--- src/rtl/core/adhr_pkg.sv ---
// adhr_pkg: shared types, codes and constants for the ADHR envelope generator.
// No dependencies; imported by the interfaces and every module in rtl/core.
package adhr_pkg;

  localparam int SAMPLE_BITS_DEF = 16;
  localparam int FRAC_BITS_DEF   = 15;
  localparam int CFG_BITS        = 16;
  localparam int CFG_IDX_BITS    = 3;
  localparam int KIND_BITS       = 2;

  // Item kinds; code 3 is ignored.
  typedef enum logic [KIND_BITS-1:0] {
    KIND_TICK     = 2'd0,
    KIND_NOTE_ON  = 2'd1,
    KIND_NOTE_OFF = 2'd2
  } kind_t;

  typedef enum logic [2:0] {
    PH_IDLE    = 3'd0,
    PH_ATTACK  = 3'd1,
    PH_DECAY   = 3'd2,
    PH_HOLD    = 3'd3,
    PH_RELEASE = 3'd4
  } phase_t;

  typedef enum logic [CFG_IDX_BITS-1:0] {
    REG_ATTACK_RATE  = 3'd0,
    REG_DECAY_RATE   = 3'd1,
    REG_HOLD_RATE    = 3'd2,
    REG_RELEASE_RATE = 3'd3,
    REG_HOLD_LEVEL   = 3'd4
  } cfg_idx_t;

  typedef struct packed {
    logic [CFG_BITS-1:0] attack_rate;
    logic [CFG_BITS-1:0] decay_rate;
    logic [CFG_BITS-1:0] hold_rate;
    logic [CFG_BITS-1:0] release_rate;
    logic [CFG_BITS-1:0] hold_level;
  } cfg_t;

  // Amplitude register width: FRAC_BITS+3, but never narrower than a
  // zero-extended register value plus sign, since hold_level loads directly.
  function automatic int amp_width(input int frac_bits);
    int w;
    w = frac_bits + 3;
    return (w > CFG_BITS + 1) ? w : CFG_BITS + 1;
  endfunction

endpackage

--- src/rtl/core/adhr_scale.sv ---
// adhr_scale: sample times envelope gain, floor shift and saturation; zero when inactive.
// Depends on adhr_pkg.
module adhr_scale
  import adhr_pkg::*;
#(
  parameter int SAMPLE_BITS = SAMPLE_BITS_DEF,
  parameter int FRAC_BITS   = FRAC_BITS_DEF,
  localparam int AW         = amp_width(FRAC_BITS)
)(
  input  logic signed [SAMPLE_BITS-1:0] sample,
  input  logic signed [AW-1:0]          amp,
  input  logic                          active,
  output logic signed [SAMPLE_BITS-1:0] scaled
);

  localparam int PW = SAMPLE_BITS + AW;
  localparam logic signed [PW-1:0] S_MAX = PW'((longint'(1) << (SAMPLE_BITS - 1)) - 1);
  localparam logic signed [PW-1:0] S_MIN = PW'(-(longint'(1) << (SAMPLE_BITS - 1)));

  logic signed [PW-1:0] prod;
  logic signed [PW-1:0] quot;

  // arithmetic shift of the signed product is floor division by 2^FRAC_BITS
  always_comb begin
    prod = PW'(sample) * PW'(amp);
    quot = prod >>> FRAC_BITS;
    if (!active) begin
      scaled = '0;
    end else if (quot > S_MAX) begin
      scaled = SAMPLE_BITS'(S_MAX);
    end else if (quot < S_MIN) begin
      scaled = SAMPLE_BITS'(S_MIN);
    end else begin
      scaled = quot[SAMPLE_BITS-1:0];
    end
  end

endmodule

--- config.mk ---
export PLATFORM = sky130hd
export DESIGN_NAME = adhr_scale
export DESIGN_NICKNAME = d
export VERILOG_FILES = /design/src/rtl/core/adhr_pkg.sv /design/src/rtl/core/adhr_scale.sv
export SDC_FILE = /design/constraint.sdc
export NUM_CORES = 1
export LEC_CHECK = 0
export ABC_AREA = 0
export BUFFER_PORTS_ARGS = -buffer_cell sky130_fd_sc_hd__buf_2
export CAP_MARGIN = 0
export CORE_MARGIN = 4
export CORE_UTILIZATION = 63
export DETAILED_ROUTE_END_ITERATION = 10
export PLACE_DENSITY = 0.81
export SLEW_MARGIN = 20
export SYNTH_ARGS = -nofsm -noshare
export SYNTH_HDL_FRONTEND = slang
export SYNTH_SLANG_ARGS = --single-unit
--- constraint.sdc ---
create_clock -name vclk -period 19.6
set_clock_uncertainty 0.05 [all_clocks]
set_input_delay 1.96 -clock vclk [all_inputs]
set_output_delay 1.96 -clock vclk [all_outputs]
set_load 0.005 [all_outputs]
==> flow_metrics.env <==
export IMPL_critPathKind="in2out"
export IMPL_die_h_um=140.3
export IMPL_cpMostUsedCell="fa_1"
export IMPL_grt_max_degree=19
export IMPL_setup_viol=0
export IMPL_nFillCells=1360
export IMPL_maxSlewViolCount=0
export IMPL_initial_core_util=0.6398
export IMPL_die_x_um=140.3
export IMPL_postRouteWirelength_um=24910
export IMPL_status="finished, final reports clean"
export IMPL_drive_gt1_frac=0.06088
export IMPL_met3_usage=0.01844
export IMPL_hold_viol=0
export IMPL_firstDrtPassIters=5
export IMPL_mostFrequentLayoutCells="inv_1 (324), fa_1 (289), nand2_1 (168), and2_1 (136), ha_1 (83)"
export IMPL_crit_slowest_cell="fa_1"
export IMPL_core_area_um2=17240
export IMPL_cap_viol_max_count=0
export IMPL_busiest_layer="met2"
export IMPL_period_minus_slack_ns=10.78
export IMPL_min_period_over_period=0.5500
export IMPL_drc=0
export IMPL_crit_fanout=18
export IMPL_via_count=8143
export IMPL_grt_pass1_vias=9318
export IMPL_nClkBuffers=0
export IMPL_post_cts_resized=0
export IMPL_path_buf_inv=7
export IMPL_nNetsFinal=1641
export IMPL_worstSetupEndpointType="output pin"
export IMPL_syn_area_um2=11030
export IMPL_flops_and_latches=0
export IMPL_worstPathArrival_ns=8.77
export IMPL_setup_worst_path_start_class="input port"
export IMPL_hold_buffers=0
export IMPL_max_slew_margin=0.4824
export IMPL_rows=48
export IMPL_path_cells="buf_2 -> nand2_1 -> inv_1 -> fa_1 -> fa_1 -> inv_1 -> fa_1 -> inv_1 -> fa_1 -> inv_1 -> fa_1 -> inv_1 -> fa_1 -> ha_1 -> a21oi_1 -> or3b_2 -> nand2_1 -> a2111o_2 -> o211ai_4 -> a211oi_4 -> o22ai_1 -> buf_2"
export IMPL_grtUsageMet1=0.3190
export IMPL_cts_setup_buffers=0
export IMPL_startpoint="sample[1]"
export IMPL_holdCritPathClass="in2out"
export IMPL_post_drt_wl_per_cell_um=17.10
export IMPL_final_common_cell="inv_1"
export IMPL_tightestPinTransition_ns=0.7739
export IMPL_synth_warnings=0
export IMPL_fmax_mhz=92.76
export IMPL_syn_area_per_cell_um2=8.959
export IMPL_regArea_um2=0
export IMPL_synthCells=1231
export IMPL_dp_final_hpwl_um=20960
export IMPL_required_ns=17.59
export IMPL_avgViaCountPerCell=5.589
export IMPL_grt_pass1_wl_um=43700
export IMPL_grt_overflow_total=0
export IMPL_antenna_cells=0
export IMPL_rsz0062_at_grt="no"
export IMPL_ant_nets=0
export IMPL_synthesis_nets=1638
export IMPL_crit_family="adder cells"
export IMPL_slowest_delay_ns=0.82
export IMPL_yosysUniqueCellTypes=54
export IMPL_grt_total_usage=0.2751
export IMPL_endpoint="scaled[1]"
export IMPL_antenna_found_initial=0
export IMPL_port_buffers=51
export IMPL_gp_congestion=0.8796
export IMPL_use_met2=0.5073
export IMPL_timing_critical_path_depth=22
export IMPL_die_area_um2=19690
export IMPL_pin_count=51
export IMPL_area_growth_pct=2.973
export IMPL_drt_iter0_drc=449
export IMPL_yosysSeqAreaShare=0
export IMPL_tns_ns=0
[Yosys cell counts (3+ instances only)]
cell	instances	share of area
nand2b_1	6	0.0034
xor2_1	7	0.0056
o21ai_0	10	0.0045
a221o_1	3	0.0027
and2_1	136	0.077
clkbuf_1	45	0.015
inv_1	324	0.11
o22ai_2	10	0.011
and3_1	4	0.0023
nor3_1	5	0.0023
fa_1	289	0.52
o211ai_1	3	0.0020
xnor2_1	18	0.014
nand2_1	168	0.057
a211oi_1	4	0.0027
nand3_1	6	0.0027
a21o_1	9	0.0061
nand4_1	4	0.0023
o21bai_1	5	0.0034
nor2_1	28	0.0095
ha_1	83	0.094
a21oi_1	23	0.010
o22ai_1	5	0.0028
[cell families after synthesis]
family / count (synthesis) / synth area share
buffers and inverters: 374 / 0.1292
adder cells (fa/ha/maj): 372 / 0.6188
AND/OR/NAND/NOR: 362 / 0.1599
AO/OA/AOI/OAI: 97 / 0.07136
XOR/XNOR: 25 / 0.01985
multiplexers: 1 / 0.0009077
[layer usage]
layer | wire, um | vias up
li1 | - | 3599
met1 | 8548 | 4148
met2 | 13330 | 302
met3 | 1302 | 94
met4 | 1724 | 0
met5 | 0 | -
[worst min-delay path by stage]
stage,from,end,cells past startpoint
after global placement,active,scaled[1],4
after CTS,active,scaled[4],4
after detailed placement,active,scaled[4],4
after floorplan,active,scaled[0],3
after global routing,active,scaled[4],4
final,active,scaled[0],4
[layout make-up]
class / count / area, um2 / share of cell area
tap: 225 / 281.5 / 0.02479
inverter: 324 / 1216 / 0.1071
timing repair buffer: 51 / 255.2 / 0.02248
multi-input combinational: 857 / 9603 / 0.8456
[metrics by stage]
step | cells | instance area (um2) | hold WS [ns] | setup slack [ns] | utilization
2_1_floorplan | 1231 | 11030 | 4.134 | 9.604 | -
3_3_place_gp | 1457 | 11360 | 4.305 | 8.992 | 0.6588
3_5_place_dp | 1457 | 11360 | 4.308 | 8.823 | 0.6588
4_1_cts | 1457 | 11360 | 4.309 | 8.807 | 0.6588
5_1_grt | 1457 | 11360 | 4.353 | 8.373 | 0.6588
6_report | 1457 | 11360 | 4.316 | 8.819 | 0.6588
Power is not shown: default switching activity piles up to over one toggle a cycle in this logic, so the estimate is an artifact.
