`src/rtl/core/adhr_pkg.sv`:
```
// adhr_pkg: shared types, codes and constants for the ADHR envelope generator.
// No dependencies; imported by the interfaces and every module in rtl/core.
package adhr_pkg;

  localparam int SAMPLE_BITS_DEF = 16;
  localparam int FRAC_BITS_DEF   = 15;
  localparam int CFG_BITS        = 16;
  localparam int CFG_IDX_BITS    = 3;
  localparam int KIND_BITS       = 2;

  // Item kinds; code 3 is ignored.
  typedef enum logic [KIND_BITS-1:0] {
    KIND_TICK     = 2'd0,
    KIND_NOTE_ON  = 2'd1,
    KIND_NOTE_OFF = 2'd2
  } kind_t;

  typedef enum logic [2:0] {
    PH_IDLE    = 3'd0,
    PH_ATTACK  = 3'd1,
    PH_DECAY   = 3'd2,
    PH_HOLD    = 3'd3,
    PH_RELEASE = 3'd4
  } phase_t;

  typedef enum logic [CFG_IDX_BITS-1:0] {
    REG_ATTACK_RATE  = 3'd0,
    REG_DECAY_RATE   = 3'd1,
    REG_HOLD_RATE    = 3'd2,
    REG_RELEASE_RATE = 3'd3,
    REG_HOLD_LEVEL   = 3'd4
  } cfg_idx_t;

  typedef struct packed {
    logic [CFG_BITS-1:0] attack_rate;
    logic [CFG_BITS-1:0] decay_rate;
    logic [CFG_BITS-1:0] hold_rate;
    logic [CFG_BITS-1:0] release_rate;
    logic [CFG_BITS-1:0] hold_level;
  } cfg_t;

  // Amplitude register width: FRAC_BITS+3, but never narrower than a
  // zero-extended register value plus sign, since hold_level loads directly.
  function automatic int amp_width(input int frac_bits);
    int w;
    w = frac_bits + 3;
    return (w > CFG_BITS + 1) ? w : CFG_BITS + 1;
  endfunction

endpackage

```
`src/rtl/core/adhr_env_core.sv`:
```
// adhr_env_core: phase/amplitude state and its combinational update per beat.
// Depends on adhr_pkg.
module adhr_env_core
  import adhr_pkg::*;
#(
  parameter int FRAC_BITS = FRAC_BITS_DEF,
  localparam int AW       = amp_width(FRAC_BITS)
)(
  input  logic                 clk,
  input  logic                 rst_n,
  input  logic                 step,
  input  logic [KIND_BITS-1:0] kind,
  input  cfg_t                 cfg,
  output logic signed [AW-1:0] amp_o,
  output logic                 active_o
);

  localparam int    AMP_BITS = FRAC_BITS + 3;
  localparam int    SW       = AW + 1;
  localparam longint AMP_MAX_L = (longint'(1) << (AMP_BITS - 1)) - 1;
  localparam longint AMP_MIN_L = -(longint'(1) << (AMP_BITS - 1));
  localparam logic signed [SW-1:0] SUM_MAX = SW'(AMP_MAX_L);
  localparam logic signed [SW-1:0] SUM_MIN = SW'(AMP_MIN_L);
  localparam logic signed [AW-1:0] FULL_SCALE = AW'(longint'(1) << FRAC_BITS);

  phase_t               phase_r, phase_nxt;
  logic signed [AW-1:0] amp_r, amp_nxt;
  logic signed [SW-1:0] rate;
  logic signed [SW-1:0] sum;
  logic signed [AW-1:0] sum_sat;
  logic signed [AW-1:0] hold_lvl;

  assign hold_lvl = AW'($signed({1'b0, cfg.hold_level}));

  // Next state: events only move phase; a tick steps amplitude then phase.
  always_comb begin
    rate = '0;
    case (phase_r)
      PH_ATTACK:  rate =  SW'($signed({1'b0, cfg.attack_rate}));
      PH_DECAY:   rate = -SW'($signed({1'b0, cfg.decay_rate}));
      PH_HOLD:    rate = -SW'($signed({1'b0, cfg.hold_rate}));
      PH_RELEASE: rate = -SW'($signed({1'b0, cfg.release_rate}));
      default:    rate = '0;
    endcase

    sum = SW'(amp_r) + rate;
    if (sum > SUM_MAX) begin
      sum_sat = AW'(SUM_MAX);
    end else if (sum < SUM_MIN) begin
      sum_sat = AW'(SUM_MIN);
    end else begin
      sum_sat = AW'(sum);
    end

    phase_nxt = phase_r;
    amp_nxt   = amp_r;
    case (kind)
      KIND_TICK: begin
        amp_nxt = sum_sat;
        if (amp_nxt <= 0) begin
          phase_nxt = PH_IDLE;
        end
        if (phase_nxt == PH_ATTACK && amp_nxt >= FULL_SCALE) begin
          amp_nxt   = FULL_SCALE;
          phase_nxt = PH_DECAY;
        end
        // decay may be entered and left in the same tick
        if (phase_nxt == PH_DECAY && amp_nxt <= hold_lvl) begin
          amp_nxt   = hold_lvl;
          phase_nxt = PH_HOLD;
        end
      end
      KIND_NOTE_ON:  phase_nxt = PH_ATTACK;
      KIND_NOTE_OFF: phase_nxt = PH_RELEASE;
      default:       phase_nxt = phase_r;
    endcase
  end

  // Outputs: gain used for this tick's sample.
  always_comb begin
    amp_o    = amp_nxt;
    active_o = (phase_nxt != PH_IDLE) && (amp_nxt > 0);
  end

  always_ff @(posedge clk) begin
    if (!rst_n) begin
      phase_r <= PH_IDLE;
      amp_r   <= '0;
    end else if (step) begin
      phase_r <= phase_nxt;
      amp_r   <= amp_nxt;
    end
  end

  a_idle_nonpos: assert property (@(posedge clk) disable iff (!rst_n)
    phase_r == PH_IDLE |-> amp_r <= 0)
    else $error("idle phase with positive amplitude");

  a_decay_range: assert property (@(posedge clk) disable iff (!rst_n)
    phase_r == PH_DECAY |-> (amp_r > 0) && (amp_r <= FULL_SCALE))
    else $error("decay amplitude outside (0, full scale]");

  a_phase_legal: assert property (@(posedge clk) disable iff (!rst_n)
    phase_r <= PH_RELEASE)
    else $error("unused phase code reached");

endmodule

```
`config.mk`:
```
export PLATFORM = sky130hd
export DESIGN_NAME = adhr_env_core
export DESIGN_NICKNAME = d
export VERILOG_FILES = /design/src/rtl/core/adhr_pkg.sv /design/src/rtl/core/adhr_env_core.sv
export SDC_FILE = /design/constraint.sdc
export NUM_CORES = 1
export LEC_CHECK = 0
export ABC_AREA = 1
export BUFFER_PORTS_ARGS = -buffer_cell sky130_fd_sc_hd__buf_2
export CAP_MARGIN = 20
export CORE_ASPECT_RATIO = 1.75
export CORE_UTILIZATION = 25
export CTS_BUF_LIST = sky130_fd_sc_hd__clkbuf_8
export DETAILED_ROUTE_END_ITERATION = 10
export GPL_ROUTABILITY_DRIVEN = 1
export PLACE_DENSITY = 0.39
export SYNTH_ARGS = -nofsm -noshare
export SYNTH_HDL_FRONTEND = slang
export SYNTH_SLANG_ARGS = --single-unit
```
`constraint.sdc`:
```
create_clock -name clk -period 13.71 [get_ports clk]
set_input_delay 0.6855 -clock clk [delete_from_list [all_inputs] [get_ports clk]]
set_output_delay 0.6855 -clock clk [all_outputs]
set_load 0.01 [all_outputs]
```
==> out/summary.md <==
• **cell chosen for the clock root** clkbuf_8
• **cell type with the highest occurrence count on the critical path** nor2_1
• **maximum single-stage delay on the critical path** 400 ps
• **largest vdd supply drop** 32.0 µV
• **outcome** finished, final reports clean
• **Detailed Route Iter0 Violations** 193
• **drt via density** 4.70
• **Gates resized, CTS repair** 0
• **crit end category** output port
• **top flip-flop cell by instance count after synthesis** dfxtp_1
• **destination of the worst register-to-register timing path** amp_r[0]$_SDFFE_PN0P_
• **length in cells of the worst reg-to-reg path** 45
• **via count of the first global-routing pass** 5,785
• **detailed-routing iteration count for the pre-antenna-repair pass** 5
• **total setup buffers inserted after CTS** 0
• **crit path setup slack, layout** 4910 ps
• **ANT nets after route** 0
• **synthesized netlist cell count** 867
• **total global routing overflow** 0
• **Hold/Removal Path Class** reg2reg
• **Reg clk slew, reported paths** 80 ps
• **worst endpoint required time** 13,020 ps
• **insertion delay to the later sink of the worst-skew pair** 290 ps
• **routed wire length per instance** 15.5 µm
• **hold-fix buffer count after cts** 0
• **flops & latches, synth** 21
• **Mean Syn Cell Area** 5.30 µm²
• **largest fanout on the critical path** 20
• **total routing usage reported by global routing** 0.197
• **post-detailed-placement half-perimeter wirelength** 16,300 µm
• **Num CTS Buffers** 3
• **total number of clock tree sinks** 21
• **synth top area cells** nand2_1 (18%), inv_1 (13%), nor2_1 (11%)
• **crit share post-route** 0.642
• **final weighted congestion in routability-driven placement** 0.848
• **P_leak** 3.10 nW
• **count of distinct cell types in the synthesized netlist** 45
• **total count of hold-check failures in the final report** 0
• **yosys warns** 0
• **CTS Buffer Depth** 2
• **number of filler instances in the final layout** 2,164
• **antenna violations before repair** 0
• **sequential-to-total area share from yosys stat** 0.0915
• **layout-stage area growth over the synthesis result** 17.3%
• **start-to-end type of the worst setup path** in2out
• **EDFF count, synth** 0
• **power density cells** 76.0 nW/µm²
• **CP startpoint kind** input pin
• **Final nets** 1,083
• **area leader, netlist** nand2_1
• **top-level port count** 104
• **number of max-cap violations** 0
• **Port-buffer cells** 103
• **aggregate negative setup slack** 0 ps
• **floorplan die area** 18,900 µm²
• **Fmax achieved** 0.114 GHz
• **Crit path depth** 56
• **Worst setup startpoint** cfg[34]
• **worst setup path endpoint** active_o
• **async set-or-reset flop fraction in the synthesized netlist** 0
• **Net Count, Synth** 990
• **RSZ-0062 raised after global routing** false
• **H-Tree Level Count** 1
• **worst hold margin** 598 ps
• **Pins Over Slew Limit** 0
• **Placeable Area** 18,000 µm²
• **post-layout min period** 8800 ps
• **worst rel slew slack** 0.394
• **worst min-delay path startpoint** amp_r[0]$_SDFFE_PN0P_
• **cell area after synthesis** 4590 µm²
• **worst reg-to-reg setup slack** 6750 ps
• **number of buffers and inverters on the critical path** 10
• **total chip power** 0.410 mW
• **count of unresolved DRC violations after routing** 0
• **share of cells above drive strength 1** 0.145
• **final antenna diode count** 0
• **worst setup timing slack at the placement stage** 4850 ps
• **final number of setup-violating endpoints** 0
• **finished layout cell area** 5390 µm²
• **CTS tree** built
• **maximum number of pins on one net before global-route repair** 32
• **dominant delay contributor by cell family on the critical path** simple AND/OR/NAND/NOR gates
• **actual transition at the worst max-transition pin** 908 ps
• **Reg-to-Reg Start** phase_r[0]$_SDFFE_PN0P_
• **count of vias placed by the detailed router** 5,606
• **die extent in y** 181 µm
• **standard-cell rows** 65
• **cell area after placement** 5340 µm²
• **die span in x** 104 µm
• **endpoint arrival time on the critical path** 8120 ps
• **Fin Clk Skew** 4.68 ps
• **area share of the largest cell type after synthesis** 0.184
• **Critical-path top delay cell** ha_1
• **first-pass GRT wire length** 28,700 µm
• **starting utilization of the core area** 0.256
• **detailed-route wire length** 18,500 µm
[routing by layer]
layer	global-route usage	up-vias	wire, µm
li1	-	2954	-
met1	0.181	2484	6700
met2	0.420	136	10600
met3	0.0108	32	508
met4	0.0926	0	706
met5	0	-	0
[report_power, final]
part / internal (mW) / total, mW / switching, mW
combinational: 0.103 / 0.292 / 0.189
sequential: 0.0661 / 0.0725 / 0.00636
clock: 0.0202 / 0.0455 / 0.0254
[flip-flops by register name (all words and copies together), names as in the netlist]
name / count
phase_r: 3
amp_r: 18
[stage by stage]
step,cells,util
4_1_cts,1193,0.300
6_report,1193,0.300
2_1_floorplan,867,-
3_5_place_dp,1189,0.297
5_1_grt,1193,0.300
3_3_place_gp,1189,0.297
[cell type report]
| class | instances | area (µm²) | share of cell area |
|---|---|---|---|
| multi-input combinational | 665 | 3470 | 0.645 |
| inverter | 161 | 604 | 0.112 |
| timing repair buffer | 108 | 553 | 0.103 |
| sequential | 21 | 420 | 0.0780 |
| tap | 234 | 293 | 0.0543 |
| clock buffer | 3 | 41.3 | 0.00766 |
| clock inverter | 1 | 3.75 | 0.000697 |
[worst register-to-register path: cells and delay by family (launching register included)]
kind,cells,cell delay [ps]
DFF,1,500
adders and majority gates,3,950
xor gates and xnor gates,1,200
buffers and inverters,8,1080
AOI/OAI and AO/OA,7,1150
and+or+nand+nor,26,3000
[logic make-up after synthesis]
kind of cell,synth area share
AND/OR/NAND/NOR,0.437
buffers and inverters,0.154
AO/OA/AOI/OAI,0.179
adder cells (fa/ha/maj),0.105
flip-flops,0.0915
XOR/XNOR,0.0343
[layout by cell type (no fill, tap or decap), drive strengths merged, types with 11 or more instances in the layout]
cell type,Yosys,layout
inv,161,162
xor2,14,14
ha,37,37
nor2,142,142
a21oi,42,42
nand2,232,232
dfxtp,21,21
nor3,11,11
o21ai,59,59
nand4,15,15
nand3,62,62
buf,6,108
[cells in the mapped netlist (4+ instances only)]
master and number:
o21ai_0 55, nand2_1 225, nand3b_1 4, clkbuf_1 14, o211ai_1 8, nor2_2 4, xnor2_1 4, xor2_1 14
nand2_2 6, nor2_1 138, nand3_1 56, ha_1 37, o2111ai_1 5, a21oi_1 42, nand4_1 15, nor3_1 9
inv_1 158, dfxtp_1 21
[worst min path at each step]
stage	endpoint	slack [ps]	cells after the start
after floorplan	amp_r[0]$_SDFFE_PN0P_	540	4
after global placement	amp_r[0]$_SDFFE_PN0P_	580	4
after detailed placement	amp_r[0]$_SDFFE_PN0P_	580	4
after CTS	amp_r[0]$_SDFFE_PN0P_	600	4
after global routing	amp_r[5]$_SDFFE_PN0P_	650	4
final	amp_r[0]$_SDFFE_PN0P_	600	4
No activity file was read; power rests on OpenSTA's default activity.
